[config.mk]
export PLATFORM = sky130hd
export DESIGN_NAME = framed_quadrature_encoder_emulator
export DESIGN_NICKNAME = d
export VERILOG_FILES = /design/src/hdl/fqe_pkg.sv /design/src/hdl/fqe_fifo.sv /design/src/hdl/fqe_front.sv /design/src/hdl/fqe_back.sv /design/src/hdl/framed_quadrature_encoder_emulator.sv
export SDC_FILE = /design/constraint.sdc
export NUM_CORES = 1
export LEC_CHECK = 0
export CAP_MARGIN = 20
export CORE_ASPECT_RATIO = 0.5
export CORE_UTILIZATION = 38
export DETAILED_ROUTE_END_ITERATION = 16
export DONT_BUFFER_PORTS = 1
export SLEW_MARGIN = 30
export SYNTH_ARGS = -nofsm -noshare
export SYNTH_HDL_FRONTEND = slang
export SYNTH_HIERARCHICAL = 1
export SYNTH_SLANG_ARGS = --single-unit
[constraint.sdc]
create_clock -name i_clk -period 11.5 [get_ports i_clk]
set_clock_uncertainty 0.15 [all_clocks]
set_input_delay 0.575 -clock i_clk [delete_from_list [all_inputs] [get_ports i_clk]]
set_output_delay 0.575 -clock i_clk [all_outputs]
set_load 0.05 [all_outputs]
[src/hdl/fqe_pkg.sv]
// ----------------------------------------------------------------------------
// Framed quadrature encoder emulator package
// Shared types, constants and helper functions for the emulator block.
// ----------------------------------------------------------------------------
package fqe_pkg;

    localparam int CHANNELS_DEF    = 2;
    localparam int MAX_PAYLOAD_DEF = 256;
    localparam int QUEUE_DEPTH     = 2;

    localparam int CFG_IDX_W = 8;
    localparam logic [CFG_IDX_W-1:0] CFG_SYNC_FIRST  = 8'd0;
    localparam logic [CFG_IDX_W-1:0] CFG_SYNC_SECOND = 8'd1;

    localparam logic [7:0] SYNC_FIRST_RST  = 8'hAA;
    localparam logic [7:0] SYNC_SECOND_RST = 8'h55;
    localparam logic [7:0] TYPE_BYTE       = 8'h40;

    localparam int LEN_BYTES  = 4;
    localparam int RECORD_LEN = 5;
    localparam int HEADER_LEN = 2;

    localparam logic KIND_BYTE = 1'b0;
    localparam logic KIND_TICK = 1'b1;

    localparam logic [1:0] GRAY_0 = 2'b00;
    localparam logic [1:0] GRAY_1 = 2'b01;
    localparam logic [1:0] GRAY_2 = 2'b11;
    localparam logic [1:0] GRAY_3 = 2'b10;

    typedef enum logic [2:0] {
        RX_SYNC0,
        RX_SYNC1,
        RX_LEN,
        RX_PAY,
        RX_SUM
    } t_rx_phase;

    typedef struct packed {
        logic       kind;
        logic [7:0] data_byte;
    } t_in_item;

    typedef struct packed {
        logic [3:0]  quad_lines;
        logic        frame_done;
        logic [31:0] frames_total;
    } t_out_item;

    typedef struct packed {
        logic [CFG_IDX_W-1:0] index;
        logic [7:0]           data;
    } t_cfg_wr;

    // Classified item handed from the front end to the execution engine.
    typedef struct packed {
        logic       is_tick;
        logic [7:0] data;
        logic       hit_first;
        logic       hit_second;
        logic       is_type;
    } t_op;

    function automatic logic [1:0] f_gray(input logic [1:0] phase);
        logic [1:0] levels;
        case (phase)
            2'd0: levels = GRAY_0;
            2'd1: levels = GRAY_1;
            2'd2: levels = GRAY_2;
            2'd3: levels = GRAY_3;
            default: levels = GRAY_0;
        endcase
        return levels;
    endfunction

endpackage

[src/hdl/fqe_fifo.sv]
// ----------------------------------------------------------------------------
// Register FIFO
// Small first-in first-out queue built from flip-flops.
// ----------------------------------------------------------------------------
module fqe_fifo #(
    parameter int WIDTH = 8,
    parameter int DEPTH = fqe_pkg::QUEUE_DEPTH
) (
    input  logic             i_clk,
    input  logic             i_rst_n,
    input  logic             i_push,
    input  logic [WIDTH-1:0] i_data,
    output logic             o_full,
    input  logic             i_pop,
    output logic [WIDTH-1:0] o_data,
    output logic             o_empty
);

    localparam int AW = (DEPTH > 1) ? $clog2(DEPTH) : 1;
    localparam int CW = $clog2(DEPTH + 1);

    logic [WIDTH-1:0] r_mem [DEPTH];
    logic [AW-1:0]    r_wr_ptr, n_wr_ptr;
    logic [AW-1:0]    r_rd_ptr, n_rd_ptr;
    logic [CW-1:0]    r_count, n_count;
    logic             w_do_push;
    logic             w_do_pop;

    assign o_full    = (r_count == CW'(DEPTH));
    assign o_empty   = (r_count == '0);
    assign o_data    = r_mem[r_rd_ptr];
    assign w_do_push = i_push && !o_full;
    assign w_do_pop  = i_pop && !o_empty;

    always_comb begin
        n_wr_ptr = r_wr_ptr;
        n_rd_ptr = r_rd_ptr;
        n_count  = r_count;
        if (w_do_push) begin
            n_wr_ptr = (r_wr_ptr == AW'(DEPTH - 1)) ? '0 : r_wr_ptr + 1'b1;
        end
        if (w_do_pop) begin
            n_rd_ptr = (r_rd_ptr == AW'(DEPTH - 1)) ? '0 : r_rd_ptr + 1'b1;
        end
        case ({w_do_push, w_do_pop})
            2'b10:   n_count = r_count + 1'b1;
            2'b01:   n_count = r_count - 1'b1;
            default: n_count = r_count;
        endcase
    end

    always_ff @(posedge i_clk) begin
        if (!i_rst_n) begin
            r_wr_ptr <= '0;
            r_rd_ptr <= '0;
            r_count  <= '0;
        end else begin
            r_wr_ptr <= n_wr_ptr;
            r_rd_ptr <= n_rd_ptr;
            r_count  <= n_count;
        end
    end

    always_ff @(posedge i_clk) begin
        if (w_do_push) begin
            r_mem[r_wr_ptr] <= i_data;
        end
    end

    a_count_bound: assert property (@(posedge i_clk) disable iff (!i_rst_n)
        r_count <= CW'(DEPTH))
        else $error("FIFO occupancy exceeds its depth.");

endmodule

[src/hdl/fqe_front.sv]
// ----------------------------------------------------------------------------
// Emulator front end
// Holds the sync configuration and classifies each incoming transaction.
// ----------------------------------------------------------------------------
module fqe_front (
    input  logic               i_clk,
    input  logic               i_rst_n,
    input  logic               i_cfg_valid,
    output logic               o_cfg_ready,
    input  fqe_pkg::t_cfg_wr   i_cfg,
    input  fqe_pkg::t_in_item  i_item,
    output fqe_pkg::t_op       o_op
);

    logic [7:0] r_sync_first, n_sync_first;
    logic [7:0] r_sync_second, n_sync_second;

    assign o_cfg_ready = 1'b1;

    always_comb begin
        n_sync_first  = r_sync_first;
        n_sync_second = r_sync_second;
        if (i_cfg_valid) begin
            case (i_cfg.index)
                fqe_pkg::CFG_SYNC_FIRST:  n_sync_first  = i_cfg.data;
                fqe_pkg::CFG_SYNC_SECOND: n_sync_second = i_cfg.data;
                default: ;
            endcase
        end
    end

    always_ff @(posedge i_clk) begin
        if (!i_rst_n) begin
            r_sync_first  <= fqe_pkg::SYNC_FIRST_RST;
            r_sync_second <= fqe_pkg::SYNC_SECOND_RST;
        end else begin
            r_sync_first  <= n_sync_first;
            r_sync_second <= n_sync_second;
        end
    end

    always_comb begin
        o_op.is_tick    = (i_item.kind == fqe_pkg::KIND_TICK);
        o_op.data       = i_item.data_byte;
        o_op.hit_first  = (i_item.data_byte == r_sync_first);
        o_op.hit_second = (i_item.data_byte == r_sync_second);
        o_op.is_type    = (i_item.data_byte == fqe_pkg::TYPE_BYTE);
    end

endmodule

[src/hdl/fqe_back.sv]
// ----------------------------------------------------------------------------
// Emulator execution engine
// Parses frames byte by byte, commits targets and steps the channels.
// ----------------------------------------------------------------------------
module fqe_back #(
    parameter int CHANNELS    = fqe_pkg::CHANNELS_DEF,
    parameter int MAX_PAYLOAD = fqe_pkg::MAX_PAYLOAD_DEF
) (
    input  logic               i_clk,
    input  logic               i_rst_n,
    input  fqe_pkg::t_op       i_op,
    input  logic               i_op_valid,
    output logic               o_op_pop,
    input  logic               i_res_full,
    output logic               o_res_push,
    output fqe_pkg::t_out_item o_result
);

    localparam int PL_W   = $clog2(MAX_PAYLOAD + 1);
    localparam int CH_W   = (CHANNELS > 1) ? $clog2(CHANNELS) : 1;
    localparam int CMP_W  = PL_W + 12;
    localparam int VIS_CH = (CHANNELS < 2) ? CHANNELS : 2;

    fqe_pkg::t_rx_phase r_rx_phase, n_rx_phase;
    logic [31:0]     r_length_shift, n_length_shift;
    logic [1:0]      r_length_index, n_length_index;
    logic [PL_W-1:0] r_payload_len, n_payload_len;
    logic [PL_W-1:0] r_payload_index, n_payload_index;
    logic [PL_W-1:0] r_record_num, n_record_num;
    logic [7:0]      r_xor_sum, n_xor_sum;
    logic            r_type_ok, n_type_ok;
    logic [7:0]      r_record_count, n_record_count;
    logic [2:0]      r_record_byte_index, n_record_byte_index;
    logic [7:0]      r_record_channel, n_record_channel;
    logic [31:0]     r_record_value, n_record_value;
    logic [31:0]     r_pending_target [CHANNELS];
    logic [31:0]     n_pending_target [CHANNELS];
    logic [CHANNELS-1:0] r_pending_set, n_pending_set;
    logic [31:0]     r_target_pos [CHANNELS];
    logic [31:0]     n_target_pos [CHANNELS];
    logic [31:0]     r_current_pos [CHANNELS];
    logic [31:0]     n_current_pos [CHANNELS];
    logic [1:0]      r_quad_phase [CHANNELS];
    logic [1:0]      n_quad_phase [CHANNELS];
    logic [31:0]     r_frame_counter, n_frame_counter;

    logic             w_fire;
    logic             w_restart;
    logic             w_done;
    logic             w_len_ok;
    logic             w_rec_ok;
    logic [CMP_W-1:0] w_need_len;
    logic [3:0]       w_lines;

    assign w_fire     = i_op_valid && !i_res_full;
    assign o_op_pop   = w_fire;
    assign o_res_push = w_fire;

    assign w_need_len = CMP_W'(fqe_pkg::HEADER_LEN)
                      + (CMP_W'(r_record_count) << 2) + CMP_W'(r_record_count);
    assign w_len_ok   = (CMP_W'(r_payload_len) >= CMP_W'(fqe_pkg::HEADER_LEN))
                     && (CMP_W'(r_payload_len) >= w_need_len);
    assign w_rec_ok   = r_type_ok
                     && (CMP_W'(r_record_num) < CMP_W'(r_record_count))
                     && ({1'b0, r_record_channel} < 9'(CHANNELS));

    always_comb begin
        n_rx_phase          = r_rx_phase;
        n_length_shift      = r_length_shift;
        n_length_index      = r_length_index;
        n_payload_len       = r_payload_len;
        n_payload_index     = r_payload_index;
        n_record_num        = r_record_num;
        n_xor_sum           = r_xor_sum;
        n_type_ok           = r_type_ok;
        n_record_count      = r_record_count;
        n_record_byte_index = r_record_byte_index;
        n_record_channel    = r_record_channel;
        n_record_value      = r_record_value;
        n_pending_target    = r_pending_target;
        n_pending_set       = r_pending_set;
        n_target_pos        = r_target_pos;
        n_current_pos       = r_current_pos;
        n_quad_phase        = r_quad_phase;
        n_frame_counter     = r_frame_counter;
        w_restart           = 1'b0;
        w_done              = 1'b0;

        if (w_fire && i_op.is_tick) begin
            for (int c = 0; c < CHANNELS; c++) begin
                if ($signed(r_target_pos[c]) > $signed(r_current_pos[c])) begin
                    n_quad_phase[c]  = r_quad_phase[c] + 2'd1;
                    n_current_pos[c] = r_current_pos[c] + 32'd1;
                end else if ($signed(r_target_pos[c]) < $signed(r_current_pos[c])) begin
                    n_quad_phase[c]  = r_quad_phase[c] - 2'd1;
                    n_current_pos[c] = r_current_pos[c] - 32'd1;
                end
            end
        end else if (w_fire) begin
            case (r_rx_phase)
                fqe_pkg::RX_SYNC0: begin
                    if (i_op.hit_first) begin
                        n_rx_phase = fqe_pkg::RX_SYNC1;
                    end
                end
                fqe_pkg::RX_SYNC1: begin
                    if (i_op.hit_second) begin
                        n_rx_phase     = fqe_pkg::RX_LEN;
                        n_length_index = '0;
                        n_length_shift = '0;
                    end else if (!i_op.hit_first) begin
                        w_restart = 1'b1;
                    end
                end
                fqe_pkg::RX_LEN: begin
                    n_length_shift = r_length_shift
                                   | (32'(i_op.data) << {r_length_index, 3'b000});
                    if (r_length_index == 2'(fqe_pkg::LEN_BYTES - 1)) begin
                        n_length_index = '0;
                        if ((n_length_shift == '0)
                                || (n_length_shift > 32'(MAX_PAYLOAD))) begin
                            w_restart = 1'b1;
                        end else begin
                            n_payload_len       = n_length_shift[PL_W-1:0];
                            n_payload_index     = '0;
                            n_record_num        = '0;
                            n_xor_sum           = '0;
                            n_type_ok           = 1'b0;
                            n_record_count      = '0;
                            n_record_byte_index = '0;
                            n_record_channel    = '0;
                            n_record_value      = '0;
                            n_pending_set       = '0;
                            n_rx_phase          = fqe_pkg::RX_PAY;
                        end
                    end else begin
                        n_length_index = r_length_index + 2'd1;
                    end
                end
                fqe_pkg::RX_PAY: begin
                    if (r_payload_index == PL_W'(0)) begin
                        n_type_ok = i_op.is_type;
                    end else if (r_payload_index == PL_W'(1)) begin
                        n_record_count      = i_op.data;
                        n_record_byte_index = '0;
                    end else begin
                        if (r_record_byte_index == '0) begin
                            n_record_channel = i_op.data;
                            n_record_value   = '0;
                        end else begin
                            n_record_value = r_record_value | (32'(i_op.data)
                                << {r_record_byte_index[1:0] - 2'd1, 3'b000});
                        end
                        if (r_record_byte_index >= 3'(fqe_pkg::RECORD_LEN - 1)) begin
                            n_record_byte_index = '0;
                            n_record_num        = r_record_num + 1'b1;
                            if (w_rec_ok) begin
                                n_pending_target[r_record_channel[CH_W-1:0]] =
                                    n_record_value;
                                n_pending_set[r_record_channel[CH_W-1:0]] = 1'b1;
                            end
                        end else begin
                            n_record_byte_index = r_record_byte_index + 3'd1;
                        end
                    end
                    n_xor_sum       = r_xor_sum ^ i_op.data;
                    n_payload_index = r_payload_index + 1'b1;
                    if (n_payload_index >= r_payload_len) begin
                        n_rx_phase = fqe_pkg::RX_SUM;
                    end
                end
                fqe_pkg::RX_SUM: begin
                    if (i_op.data == r_xor_sum) begin
                        if (r_type_ok && w_len_ok) begin
                            for (int c = 0; c < CHANNELS; c++) begin
                                if (r_pending_set[c]) begin
                                    n_target_pos[c] = r_pending_target[c];
                                end
                            end
                        end
                        n_pending_set   = '0;
                        n_rx_phase      = fqe_pkg::RX_SYNC0;
                        w_done          = 1'b1;
                        n_frame_counter = r_frame_counter + 32'd1;
                    end else begin
                        w_restart = 1'b1;
                    end
                end
                default: begin
                    w_restart = 1'b1;
                end
            endcase
        end

        if (w_restart) begin
            n_rx_phase      = fqe_pkg::RX_SYNC0;
            n_length_index  = '0;
            n_payload_len   = '0;
            n_payload_index = '0;
            n_xor_sum       = '0;
        end
    end

    always_comb begin
        w_lines = '0;
        for (int c = 0; c < VIS_CH; c++) begin
            w_lines[2*c +: 2] = fqe_pkg::f_gray(n_quad_phase[c]);
        end
        o_result.quad_lines   = w_lines;
        o_result.frame_done   = w_done;
        o_result.frames_total = n_frame_counter;
    end

    always_ff @(posedge i_clk) begin
        if (!i_rst_n) begin
            r_rx_phase          <= fqe_pkg::RX_SYNC0;
            r_length_shift      <= '0;
            r_length_index      <= '0;
            r_payload_len       <= '0;
            r_payload_index     <= '0;
            r_record_num        <= '0;
            r_xor_sum           <= '0;
            r_type_ok           <= 1'b0;
            r_record_count      <= '0;
            r_record_byte_index <= '0;
            r_record_channel    <= '0;
            r_record_value      <= '0;
            r_pending_set       <= '0;
            r_frame_counter     <= '0;
            for (int c = 0; c < CHANNELS; c++) begin
                r_pending_target[c] <= '0;
                r_target_pos[c]     <= '0;
                r_current_pos[c]    <= '0;
                r_quad_phase[c]     <= '0;
            end
        end else begin
            r_rx_phase          <= n_rx_phase;
            r_length_shift      <= n_length_shift;
            r_length_index      <= n_length_index;
            r_payload_len       <= n_payload_len;
            r_payload_index     <= n_payload_index;
            r_record_num        <= n_record_num;
            r_xor_sum           <= n_xor_sum;
            r_type_ok           <= n_type_ok;
            r_record_count      <= n_record_count;
            r_record_byte_index <= n_record_byte_index;
            r_record_channel    <= n_record_channel;
            r_record_value      <= n_record_value;
            r_pending_set       <= n_pending_set;
            r_frame_counter     <= n_frame_counter;
            r_pending_target    <= n_pending_target;
            r_target_pos        <= n_target_pos;
            r_current_pos       <= n_current_pos;
            r_quad_phase        <= n_quad_phase;
        end
    end

    a_tick_no_frame: assert property (@(posedge i_clk) disable iff (!i_rst_n)
        (w_fire && i_op.is_tick) |-> !w_done)
        else $error("A step tick reported a completed frame.");

    a_frame_count: assert property (@(posedge i_clk) disable iff (!i_rst_n)
        (w_fire && w_done) |=> (r_frame_counter == $past(r_frame_counter) + 32'd1))
        else $error("Frame counter did not advance on a completed frame.");

    a_idle_hold: assert property (@(posedge i_clk) disable iff (!i_rst_n)
        !w_fire |=> ($stable(r_rx_phase) && $stable(r_frame_counter)
                     && $stable(r_pending_set)))
        else $error("Engine state changed without a transaction.");

endmodule

[src/hdl/framed_quadrature_encoder_emulator.sv]
// ----------------------------------------------------------------------------
// Framed quadrature encoder emulator
// Receives framed position targets and generates quadrature A/B levels.
//
//   Channel  | Handshake                 | Payload
//   ---------+---------------------------+------------------------------
//   input    | push / full               | i_item (kind, data_byte)
//   result   | empty / pop               | o_result (lines, done, total)
//   config   | i_cfg_valid / o_cfg_ready | i_cfg_index, i_cfg_data
//
// One transaction per cycle sustained while the result side keeps popping; every input yields one result.
// An accepted input waits in the input queue until the engine retires it and
// writes its result to the result queue, from which it can then be popped.
// The engine retires a whole byte or tick each time it takes one from the queue.
// Synchronous active-low reset; no clearing pass is needed.
// Either side may stall on its own; the two queues absorb the difference.
// ----------------------------------------------------------------------------
module framed_quadrature_encoder_emulator #(
    parameter int CHANNELS    = fqe_pkg::CHANNELS_DEF,
    parameter int MAX_PAYLOAD = fqe_pkg::MAX_PAYLOAD_DEF
) (
    input  logic                             i_clk,
    input  logic                             i_rst_n,
    input  logic                             push,
    output logic                             full,
    input  fqe_pkg::t_in_item                i_item,
    output logic                             empty,
    input  logic                             pop,
    output fqe_pkg::t_out_item               o_result,
    input  logic                             i_cfg_valid,
    output logic                             o_cfg_ready,
    input  logic [fqe_pkg::CFG_IDX_W-1:0]    i_cfg_index,
    input  logic [7:0]                       i_cfg_data
);

    localparam int OP_W  = $bits(fqe_pkg::t_op);
    localparam int RES_W = $bits(fqe_pkg::t_out_item);

    fqe_pkg::t_cfg_wr   w_cfg;
    fqe_pkg::t_op       w_front_op;
    fqe_pkg::t_op       w_back_op;
    fqe_pkg::t_out_item w_result;
    logic [OP_W-1:0]    w_op_bits;
    logic [RES_W-1:0]   w_res_bits;
    logic               w_op_empty;
    logic               w_op_pop;
    logic               w_res_full;
    logic               w_res_push;

    assign w_cfg.index = i_cfg_index;
    assign w_cfg.data  = i_cfg_data;
    assign w_back_op   = fqe_pkg::t_op'(w_op_bits);
    assign o_result    = fqe_pkg::t_out_item'(w_res_bits);

    fqe_front u_front (
        .i_clk       (i_clk),
        .i_rst_n     (i_rst_n),
        .i_cfg_valid (i_cfg_valid),
        .o_cfg_ready (o_cfg_ready),
        .i_cfg       (w_cfg),
        .i_item      (i_item),
        .o_op        (w_front_op)
    );

    fqe_fifo #(
        .WIDTH (OP_W),
        .DEPTH (fqe_pkg::QUEUE_DEPTH)
    ) u_op_queue (
        .i_clk   (i_clk),
        .i_rst_n (i_rst_n),
        .i_push  (push),
        .i_data  (OP_W'(w_front_op)),
        .o_full  (full),
        .i_pop   (w_op_pop),
        .o_data  (w_op_bits),
        .o_empty (w_op_empty)
    );

    fqe_back #(
        .CHANNELS    (CHANNELS),
        .MAX_PAYLOAD (MAX_PAYLOAD)
    ) u_back (
        .i_clk      (i_clk),
        .i_rst_n    (i_rst_n),
        .i_op       (w_back_op),
        .i_op_valid (!w_op_empty),
        .o_op_pop   (w_op_pop),
        .i_res_full (w_res_full),
        .o_res_push (w_res_push),
        .o_result   (w_result)
    );

    fqe_fifo #(
        .WIDTH (RES_W),
        .DEPTH (fqe_pkg::QUEUE_DEPTH)
    ) u_res_queue (
        .i_clk   (i_clk),
        .i_rst_n (i_rst_n),
        .i_push  (w_res_push),
        .i_data  (RES_W'(w_result)),
        .o_full  (w_res_full),
        .i_pop   (pop),
        .o_data  (w_res_bits),
        .o_empty (empty)
    );

endmodule
=== Word level (Yosys, flattened, before mapping) ===
Memories as Yosys holds them, arrays and structs flattened. A register that Yosys moved wholly into a read port is not among the register bits.
Cells that the tools add are included.
Widths: inputs -> output; s select.

* Input bits: 30
* Output and inout bits: 40
* Logic and storage cells: 277
* Bits in registers: 378
* Memory bits (writable): 98
* Memories kept: 2

{| class="wikitable"
|+ Memories
! name !! depth !! width !! read ports !! clocked after Yosys merged registers in !! write ports !! RTL line !! text
|-
| u_res_queue.r_mem || 2 || 37 || 1 || 1 || 1 || fqe_fifo.sv:22 || <nowiki>logic [WIDTH-1:0] r_mem [DEPTH];</nowiki>
|-
| u_op_queue.r_mem || 2 || 12 || 1 || 1 || 1 || fqe_fifo.sv:22 ||
|}

* Shifts and indexed selects: 2
* $lt $le $gt $ge: 15
* Bitwise logic cells: 10
* Add/subtract/negate cells: 24
* Equal/unequal tests: 36
* Reduce and logical (&&, ||, !) cells: 54
* Multiplexer cells: 104

{| class="wikitable"
|+ Operators with widths
! cell !! number
|-
| $mux 32 || 20
|-
| $pmux 32 s2 || 2
|-
| $add 32x1->32 const B || 3
|-
| $bwmux 64 || 1
|-
| $gt 32x32->1 || 2
|-
| $lt 32x32->1 || 2
|-
| $or 32x32->32 || 2
|-
| $shl 8x5->32 || 2
|-
| $sub 32x1->32 const B || 2
|-
| $mux 8 || 7
|-
| $pmux 8 s2 || 3
|-
| $mux 9 || 5
|-
| $pmux 9 s2 || 2
|-
| $mux 3 || 11
|-
| $demux 32 s1 || 1
|-
| $gt 32x9->1 const B || 1
|-
| $logic_not 32->1 || 1
|-
| $mux 1 || 27
|-
| $mux 2 || 13
|-
| $eq 8x8->1 || 3
|-
| $reduce_and 6->1 || 4
|-
| $add 21x8->21 || 1
|-
| $ge 9x21->1 || 1
|-
| $reduce_and 7->1 || 3
|-
| 55 further kinds || 126
|}

=== Longest topological paths before layout ===
Gate-level depths: netlist of the first run.

* Word-level depth: 12
* Mapped depth: 20

=== Modules after synthesis ===
Netlist of the first run, hierarchy kept.

{| class="wikitable"
|+ By module, submodules not included
! module !! cells each !! times used !! area each (µm²) !! seq. area each (µm²)
|-
| fqe_back || 2448 || 1 || 19800.2 || 7086.8
|-
| fqe_fifo at u_res_queue || 141 || 1 || 2895.3 || 2322.2
|-
| fqe_fifo at u_op_queue || 63 || 1 || 1097.3 || 820.8
|-
| fqe_front || 108 || 1 || 998.5 || 320.3
|-
| framed_quadrature_encoder_emulator || 1 || 1 || 3.8 || 0.0
|}

=== Least setup slack after synthesis of the first run ===
Ideal clock, no wire load.

* Kind: reg-to-reg
* Start point: register u_back/r_current_pos[33] (netlist bit)
* End point: register u_back/r_current_pos[63] (netlist bit)
* Cell stages (with the launch flop): 20
* Arrival: 5.091 ns
* Path slack: 6.188 ns
* Buffers on the path: 0
* Data required time: 11.278 ns
* Path through: dfxtp_1 > inv_1 > ha_1 > nor2b_1 > o211ai_1 > a21boi_0 > or4b_2 > a21oi_1 > xor2_1 > nand2_1 > ha_1 > a21o_1 > o21bai_1 > o21ai_0 > a21boi_0 > a21oi_1 > o31ai_1 > a221oi_1 > mux2i_1 > mux2i_1

* Word-level cells in the longest chain between the ends: 3
* Elaborated cells between the ends (all ways): 8
* Those cells by class: add/sub (2); order compare (2); mux (2); reduce/logical (2)

{| class="wikitable"
|+ RTL lines
! element !! RTL line !! text
|-
| start, declared || fqe_back.sv:41 || <nowiki>logic [31:0] r_current_pos [CHANNELS];</nowiki>
|-
| start signal, assigned || fqe_back.sv:253 || <nowiki>r_current_pos <= n_current_pos;</nowiki>
|-
| $sub 32x1->32, or another cell as far along || fqe_back.sv:96 || <nowiki>n_current_pos[c] = r_current_pos[c] - 32'd1;</nowiki>
|-
| $mux 32 / $reduce_bool 2->1 (equally long branches) || -- ||
|-
| $mux 32 / $reduce_and 2->1 (equally long branches) || -- ||
|}

Several ways; a longest one is shown, not always the timed one. The select of a mux whose other input is x is not followed.
A chain may end at the register's enable or synchronous reset.

=== Final worst setup path of the first run ===
* Start point: register u_back/r_current_pos[7] (netlist bit)
* End point: register u_back/r_current_pos[24] (netlist bit)

The elaborated chain is that of the path after synthesis.

==> results.cfg, run 1 <==
[floorplanning]
rows = 65
fp.coreArea_sq_um = 63800
dieArea_sq_um = 66300
die_x_um = 363
die_h_um = 183
initial_core_util_pct = 38.9
io_pins = 70

[worst_setup_path]
path_cells = inv_1 -> ha_1 -> a21oi_1 -> o21ai_0 -> a221o_1 -> a211o_1 -> a21oi_1 -> xor2_1 -> nand2_1 -> buf_4 -> ha_1 -> o21a_1 -> o21ai_0 -> a2111oi_0 -> a21oi_1 -> o31ai_1 -> a21oi_1 -> o21ai_0 -> or4b_1 -> o311ai_0
critPathCaptureType = flop
start_kind = flop
cp_slowest_cell = o31ai_1
r2r_start = u_back/r_current_pos[7]
crit_fanout = 31
crit_family = compound AO/OA/AOI/OAI gates
arrival_ps = 6120
cp.required_ps = 11810
worst_path_largest_cell_delay_ps = 710
crit_path_frequent_cell = a21oi_1
regToRegSetupSlack_ps = 5690
worstReg2RegEnd = u_back/r_current_pos[24]
r2r_cells = 20
path_class = reg2reg
critical_path_buf_inv_count = 2

[synth]
async_reset_ff_share_pct = 0
yosysTopAreaCellShare_pct = 30.7
ys_types = 80
synth.area.top_cells = dfxtp_1 31%, edfxtp_1 12%, ha_1 8.6%
synth_cells = 2761
ys_seq_area_share_pct = 42.5
synth_area_leader_cell = dfxtp_1
synth_nets = 2965
ys_seq_elements = 478
syn_area_per_cell_sq_um = 8.98
syn-cell-area_sq_um = 24800
ys.flop_type = dfxtp_1
synth_edf_count = 98
synth_warnings = 6

[clock_network]
cts_setup_buffers = 0
cts.sinks = 478
cts_tree = done
clk_pin_slew_ps = 70
cts_max_level = 2
numCtsBuffers = 46
cts_buffer_depth = 3
cts-resized-gates = 0
cts_hold_buffers = 26
clkLatencyLatePin_ps = 570
clock-root-buffer = clkbuf_16

[sta]
setup_violations = 0
final_max_slew_viol_count = 0
hold_viol_final = 0
fin_crit_ps = 5810
fin_crit_sh_pct = 50.5
tightest_slew_ps = 945
tns_ps = 0
rsz0062_at_grt = false
fmax_ghz = 0.172
relSlewSlack_pct = 36.5

[layout]
layout-drive-gt1-share_pct = 7.24
final_util_pct = 42.8
nNetsFinal = 2915
multi_input_area_sq_um = 13200
n_antenna_cell = 0
synthToLayoutAreaGrowth_pct = 10.2
nFillCells = 6286
regArea_sq_um = 10600

[detailed_routing]
via_count = 19100
drc = 0
wirelength_mm = 58.8
firstDrtPassIters = 7
wire_per_inst_um = 16.3
avgViaCountPerCell = 5.27
initialDrtViolationCount = 1378
ant_nets = 0

[global_routing]
grt_pass1_wl_mm = 95.6
antenna_found_initial = 0
grt_max_degree = 120
grt_pass1_vias = 18000
grt_usage_pct = 17.5
overflow = 0

[flow_run]
drv_cap = 0

[min_path]
hold_depth = 2
min_from = i_cfg_data[6]
worstHoldPathType = in2reg
min_to = u_front/r_sync_second[6]

[pwr]
power.density_nw_per_um2 = 248
ir_drop_v = 0.000114
power.leakage_nw = 10.9

[placement]
portBuffers = 0
place_hpwl_mm = 39.8
gp_congestion = 0.808

[status]
status = complete, no violations
cell usage after synthesis (10+ instances only):
library cell  count
dfxtp_1         380
nor2_1          342
a21oi_1         293
nand2_1         236
ha_1            171
inv_1           122
clkbuf_1        105
mux2i_1         101
edfxtp_1         98
xnor2_1          79
o21ai_0          77
nand3_1          68
a21o_1           54
xor2_1           53
mux2_2           51
nor4_1           50
a22oi_1          41
and2_1           40
and3_1           33
nor2b_1          33
nor3_1           33
nand4_1          31
nand2b_1         22
a211oi_1         20
a31oi_1          16
buf_1            16
nand3b_1         15
o211ai_1         13
buf_4            12
buf_2            11
o21bai_1         10
worst reg2reg max path: stages, from the launching register on:
cell and delay (ps):
dfxtp_1 360, inv_1 60, ha_1 310, a21oi_1 170, o21ai_0 130, a221o_1 340
a211o_1 310, a21oi_1 180, xor2_1 300, nand2_1 90, buf_4 270, ha_1 450
o21a_1 150, o21ai_0 100, a2111oi_0 470, a21oi_1 250, o31ai_1 720, a21oi_1 140
o21ai_0 230, or4b_1 450, o311ai_0 90
metrics by stage:
step | power, mW | instance area [sq um] | hold WS (ps) | setup WS (ps) | cells
2_1_floorplan | 4.60 | 24800 | 267 | 6190 | 2761
3_3_place_gp | 5.19 | 25500 | 289 | 5940 | 3507
3_5_place_dp | 5.21 | 25500 | 293 | 5860 | 3507
4_1_cts | 6.81 | 27300 | 0.656 | 5790 | 3618
5_1_grt | 7.24 | 27300 | 2.64 | 5160 | 3619
6_report | 6.77 | 27300 | 26.6 | 5690 | 3619
logic make-up (layout without fill, tap and decap cells):
group,after synthesis,in the layout,synth area share [%]
flip-flops,478,478,42.5
AO/OA/AOI/OAI,589,589,14.2
other,1,1,0.0151
buffers and inverters,274,261,4.53
adder cells (fa/ha/maj),174,174,8.87
AND/OR/NAND/NOR,954,954,18.3
multiplexers,152,152,6.39
XOR/XNOR,139,139,5.12
registers in the layout, indices dropped and copies added, names as in the netlist, 2 cells and up, named ones only:
| name | count |
|---|---|
| u_res_queue/r_mem | 74 |
| u_op_queue/r_mem | 24 |
| u_back/r_payload_len | 9 |
| u_back/r_current_pos | 64 |
| u_res_queue/r_count | 2 |
| u_back/r_length_index | 2 |
| u_back/r_record_num | 9 |
| u_op_queue/r_count | 2 |
| u_back/r_target_pos | 64 |
| u_front/r_sync_second | 8 |
| u_back/r_quad_phase | 4 |
| u_back/r_pending_target | 64 |
| u_back/r_frame_counter | 32 |
| u_back/r_record_count | 8 |
| u_back/r_xor_sum | 8 |
| u_back/r_pending_set | 2 |
| u_front/r_sync_first | 8 |
| u_back/r_payload_index | 9 |
| u_back/r_rx_phase | 3 |
| u_back/r_record_byte_index | 3 |
| u_back/r_record_channel | 8 |
| u_back/r_length_shift | 32 |
| u_back/r_record_value | 32 |
routing by layer:
layer,global-route usage [%],vias up,part of all wire [%]
li1,-,9616,-
met1,25.1,9068,50
met2,27.9,311,44
met3,2.54,66,4.1
met4,3.54,0,1.7
met5,0,-,0
placed cells by master, fill, tap and decap left out, types with 8 or more instances in the layout:
master	instances
dfxtp_1	380
nor2_1	342
a21oi_1	292
nand2_1	236
ha_1	171
inv_1	122
mux2i_1	101
edfxtp_1	98
xnor2_1	79
o21ai_0	76
nand3_1	66
a21o_1	53
xor2_1	53
mux2_2	51
nor4_1	50
clkbuf_16	47
a22oi_1	41
and2_1	40
nor3_1	33
and3_1	32
nand4_1	31
nor2b_1	31
dlygate4sd3_1	26
nand2b_1	21
buf_4	21
a211oi_1	18
a31oi_1	16
nand3b_1	15
o211ai_1	13
clkbuf_1	11
o21bai_1	10
and4_1	8
o21a_1	8
power by group:
| part | switching (mW) | internal [mW] | total, mW | leakage (nW) |
|---|---|---|---|---|
| clock | 0.680 | 0.888 | 1.57 | 0.741 |
| combinational | 2.01 | 1.19 | 3.20 | 6.18 |
| sequential | 0.0926 | 1.92 | 2.01 | 3.99 |
| total | 2.78 | 3.99 | 6.77 | 10.9 |
final cells by class:
type                            instances  area share (%)
Tap cell                              871            3.99
Clock inverter                         24            1.01
Clock buffer                           61            4.58
Timing Repair Buffer                   49            1.64
Sequential cell                       478            38.6
Multi-Input combinational cell       2009            48.3
Inverter                              127            1.82
worst max path at each step:
stage,slack (ps),to,cells past startpoint,from
final,5690,u_back/r_current_pos[24],20,u_back/r_current_pos[7]
after global routing,5160,u_back/r_current_pos[63],20,u_back/r_current_pos[33]
after CTS,5790,u_back/r_current_pos[24],20,u_back/r_current_pos[7]
after detailed placement,5860,u_back/r_current_pos[24],20,u_back/r_current_pos[7]
after global placement,5940,u_back/r_current_pos[63],20,u_back/r_current_pos[33]
after floorplan,6190,u_back/r_current_pos[63],19,u_back/r_current_pos[33]
Note: power is estimated with default switching activity, not from simulation.
==> inputs of run 2 (changes only) <==
Clock period 11.5 ns to 5.7 ns, I/O delays scaled along.
==> results.cfg, run 2 (synthesis results as in run 1) <==
[worst_setup_path]
arrival_ps = 5560
worstReg2RegEnd = u_back/r_current_pos[31]
r2r_cells = 19
path_class = reg2reg
path_cells = inv_1 -> ha_1 -> a21oi_1 -> o21ai_0 -> a221o_1 -> a211o_1 -> a21oi_1 -> xor2_2 -> nand2_4 -> buf_4 -> ha_1 -> a21o_1 -> a2111oi_0 -> o41ai_1 -> a41o_1 -> a31oi_1 -> a21oi_1 -> o31ai_1 -> mux2i_1
r2r_start = u_back/r_current_pos[7]
start_kind = flop
crit_path_frequent_cell = a21oi_1
crit_fanout = 12
regToRegSetupSlack_ps = 480
cp_slowest_cell = a2111oi_0
worst_path_largest_cell_delay_ps = 480
critPathCaptureType = flop
cp.required_ps = 6040

[detailed_routing]
ant_nets = 0
avgViaCountPerCell = 5.29
initialDrtViolationCount = 1290
via_count = 19300
drc = 0
wire_per_inst_um = 16.3
firstDrtPassIters = 5
wirelength_mm = 59.4

[sta]
fin_crit_sh_pct = 91.6
fin_crit_ps = 5220
tightest_slew_ps = 952
tns_ps = 0
setup_violations = 0
relSlewSlack_pct = 36.6
fmax_ghz = 0.191
rsz0062_at_grt = false
hold_viol_final = 0
final_max_slew_viol_count = 0

[clock_network]
cts_buffer_depth = 3
cts_max_level = 2
clock-root-buffer = clkbuf_16
clkLatencyLatePin_ps = 570
clk_pin_slew_ps = 60
numCtsBuffers = 46
cts.sinks = 478
cts_tree = done

[placement]
dpl-instance-area_sq_um = 25600
place_hpwl_mm = 40.3
portBuffers = 0
gp_congestion = 0.833

[floorplanning]
initial_core_util_pct = 38.9
die_h_um = 183
io_pins = 70
fp.coreArea_sq_um = 63800
dieArea_sq_um = 66300
rows = 65
die_x_um = 363

[layout]
synthToLayoutAreaGrowth_pct = 12.1
fin_area_sq_um = 27800
nNetsFinal = 2942
nFillCells = 6235
layout-drive-gt1-share_pct = 7.86
largest_reg_flops = 74
final_cell_mix = 380 x dfxtp_1, 342 x nor2_1, 292 x a21oi_1, 235 x nand2_1, 171 x ha_1
layout_commonest_cell = dfxtp_1
top_register = u_res_queue/r_mem

[pwr]
ir_drop_v = 0.000284
power.density_nw_per_um2 = 508
power_mw = 14.1
power.leakage_nw = 11.1

[min_path]
worstHoldPathType = in2reg
hold_depth = 1
min_to = u_op_queue/r_mem[1][11]
min_from = push

[global_routing]
grt_pass1_wl_mm = 96.1
grt_max_degree = 205
grt_usage_pct = 17.7
antenna_found_initial = 1
grt_pass1_vias = 18200
overflow = 0

[flow_run]
drv_cap = 0

[status]
status = complete, no violations
## run 2: cell count changes in the layout (fill, tap and decap cells not counted), moves of 4 or more
cell,delta
dlygate4sd3_1,+14
clkbuf_8,+4
clkbuf_1,-6
buf_4,+12
bufinv_16,+6
## run 2: repair_timing
item	in CTS	in global routing
hold buffers	41	0
endpoints found under the setup margin	0	8
gates resized for setup	0	7
hold endpoints to repair	170	0
buffers inserted	0	1
## run 2: metrics by stage
| stage | worst slack, ps | hold WS (ps) | cells | util [%] |
|---|---|---|---|---|
| after floorplan | 388 | 257 | 2761 | - |
| after global placement | 363 | 234 | 3519 | 40.2 |
| after detailed placement | 206 | 234 | 3519 | 40.2 |
| after CTS | 197 | 118 | 3644 | 43.5 |
| after global routing | 12.3 | 155 | 3645 | 43.6 |
| final | 478 | 139 | 3647 | 43.6 |
## run 2: critical path: cells and delay by family (launching register included)
family	cells	cell delay [ps]
AO/OA/AOI/OAI	12	3040
XOR/XNOR	1	290
adder cells (fa/ha/maj)	2	640
buffers and inverters	2	260
flip-flops	1	360
multiplexers	1	220
AND/OR/NAND/NOR	1	190
## run 2: layer usage
layer,up-vias,track usage [%],part of all wire [%]
li1,9659,-,-
met1,9183,24.9,49
met2,377,27.9,44
met3,79,3.32,5.7
met4,0,4.32,2.0
met5,-,0,0
## run 2: worst max path at each step
stage / endpoint / cells past startpoint / from / slack (ps)
floorplan: u_back/r_current_pos[63] / 19 / u_back/r_current_pos[33] / 390
global placement: u_back/r_current_pos[24] / 20 / u_back/r_current_pos[7] / 360
detailed placement: u_back/r_current_pos[24] / 20 / u_back/r_current_pos[5] / 210
CTS: u_back/r_current_pos[24] / 20 / u_back/r_current_pos[5] / 200
global route: u_back/r_current_pos[63] / 20 / u_back/r_current_pos[33] / 10
finish: u_back/r_current_pos[31] / 19 / u_back/r_current_pos[7] / 480
## run 2: report_power, final
group	switching, mW	internal (mW)	total (mW)	leakage (nW)
sequential	0.192	3.87	4.06	3.99
clock	1.37	2.09	3.46	0.828
combinational	4.08	2.52	6.60	6.33
total	5.64	8.48	14.1	11.1
## run 2: area by class of cell
type,count,area [sq um],share of cell area [%]
antenna,2,5.00,0.0180
multi-input combinational,2009,13200,47.6
sequential,478,10600,38.0
tap,871,1090,3.92
inverter,127,498,1.79
clock inverter,26,422,1.52
timing repair buffer,76,716,2.58
clock buffer,58,1280,4.60
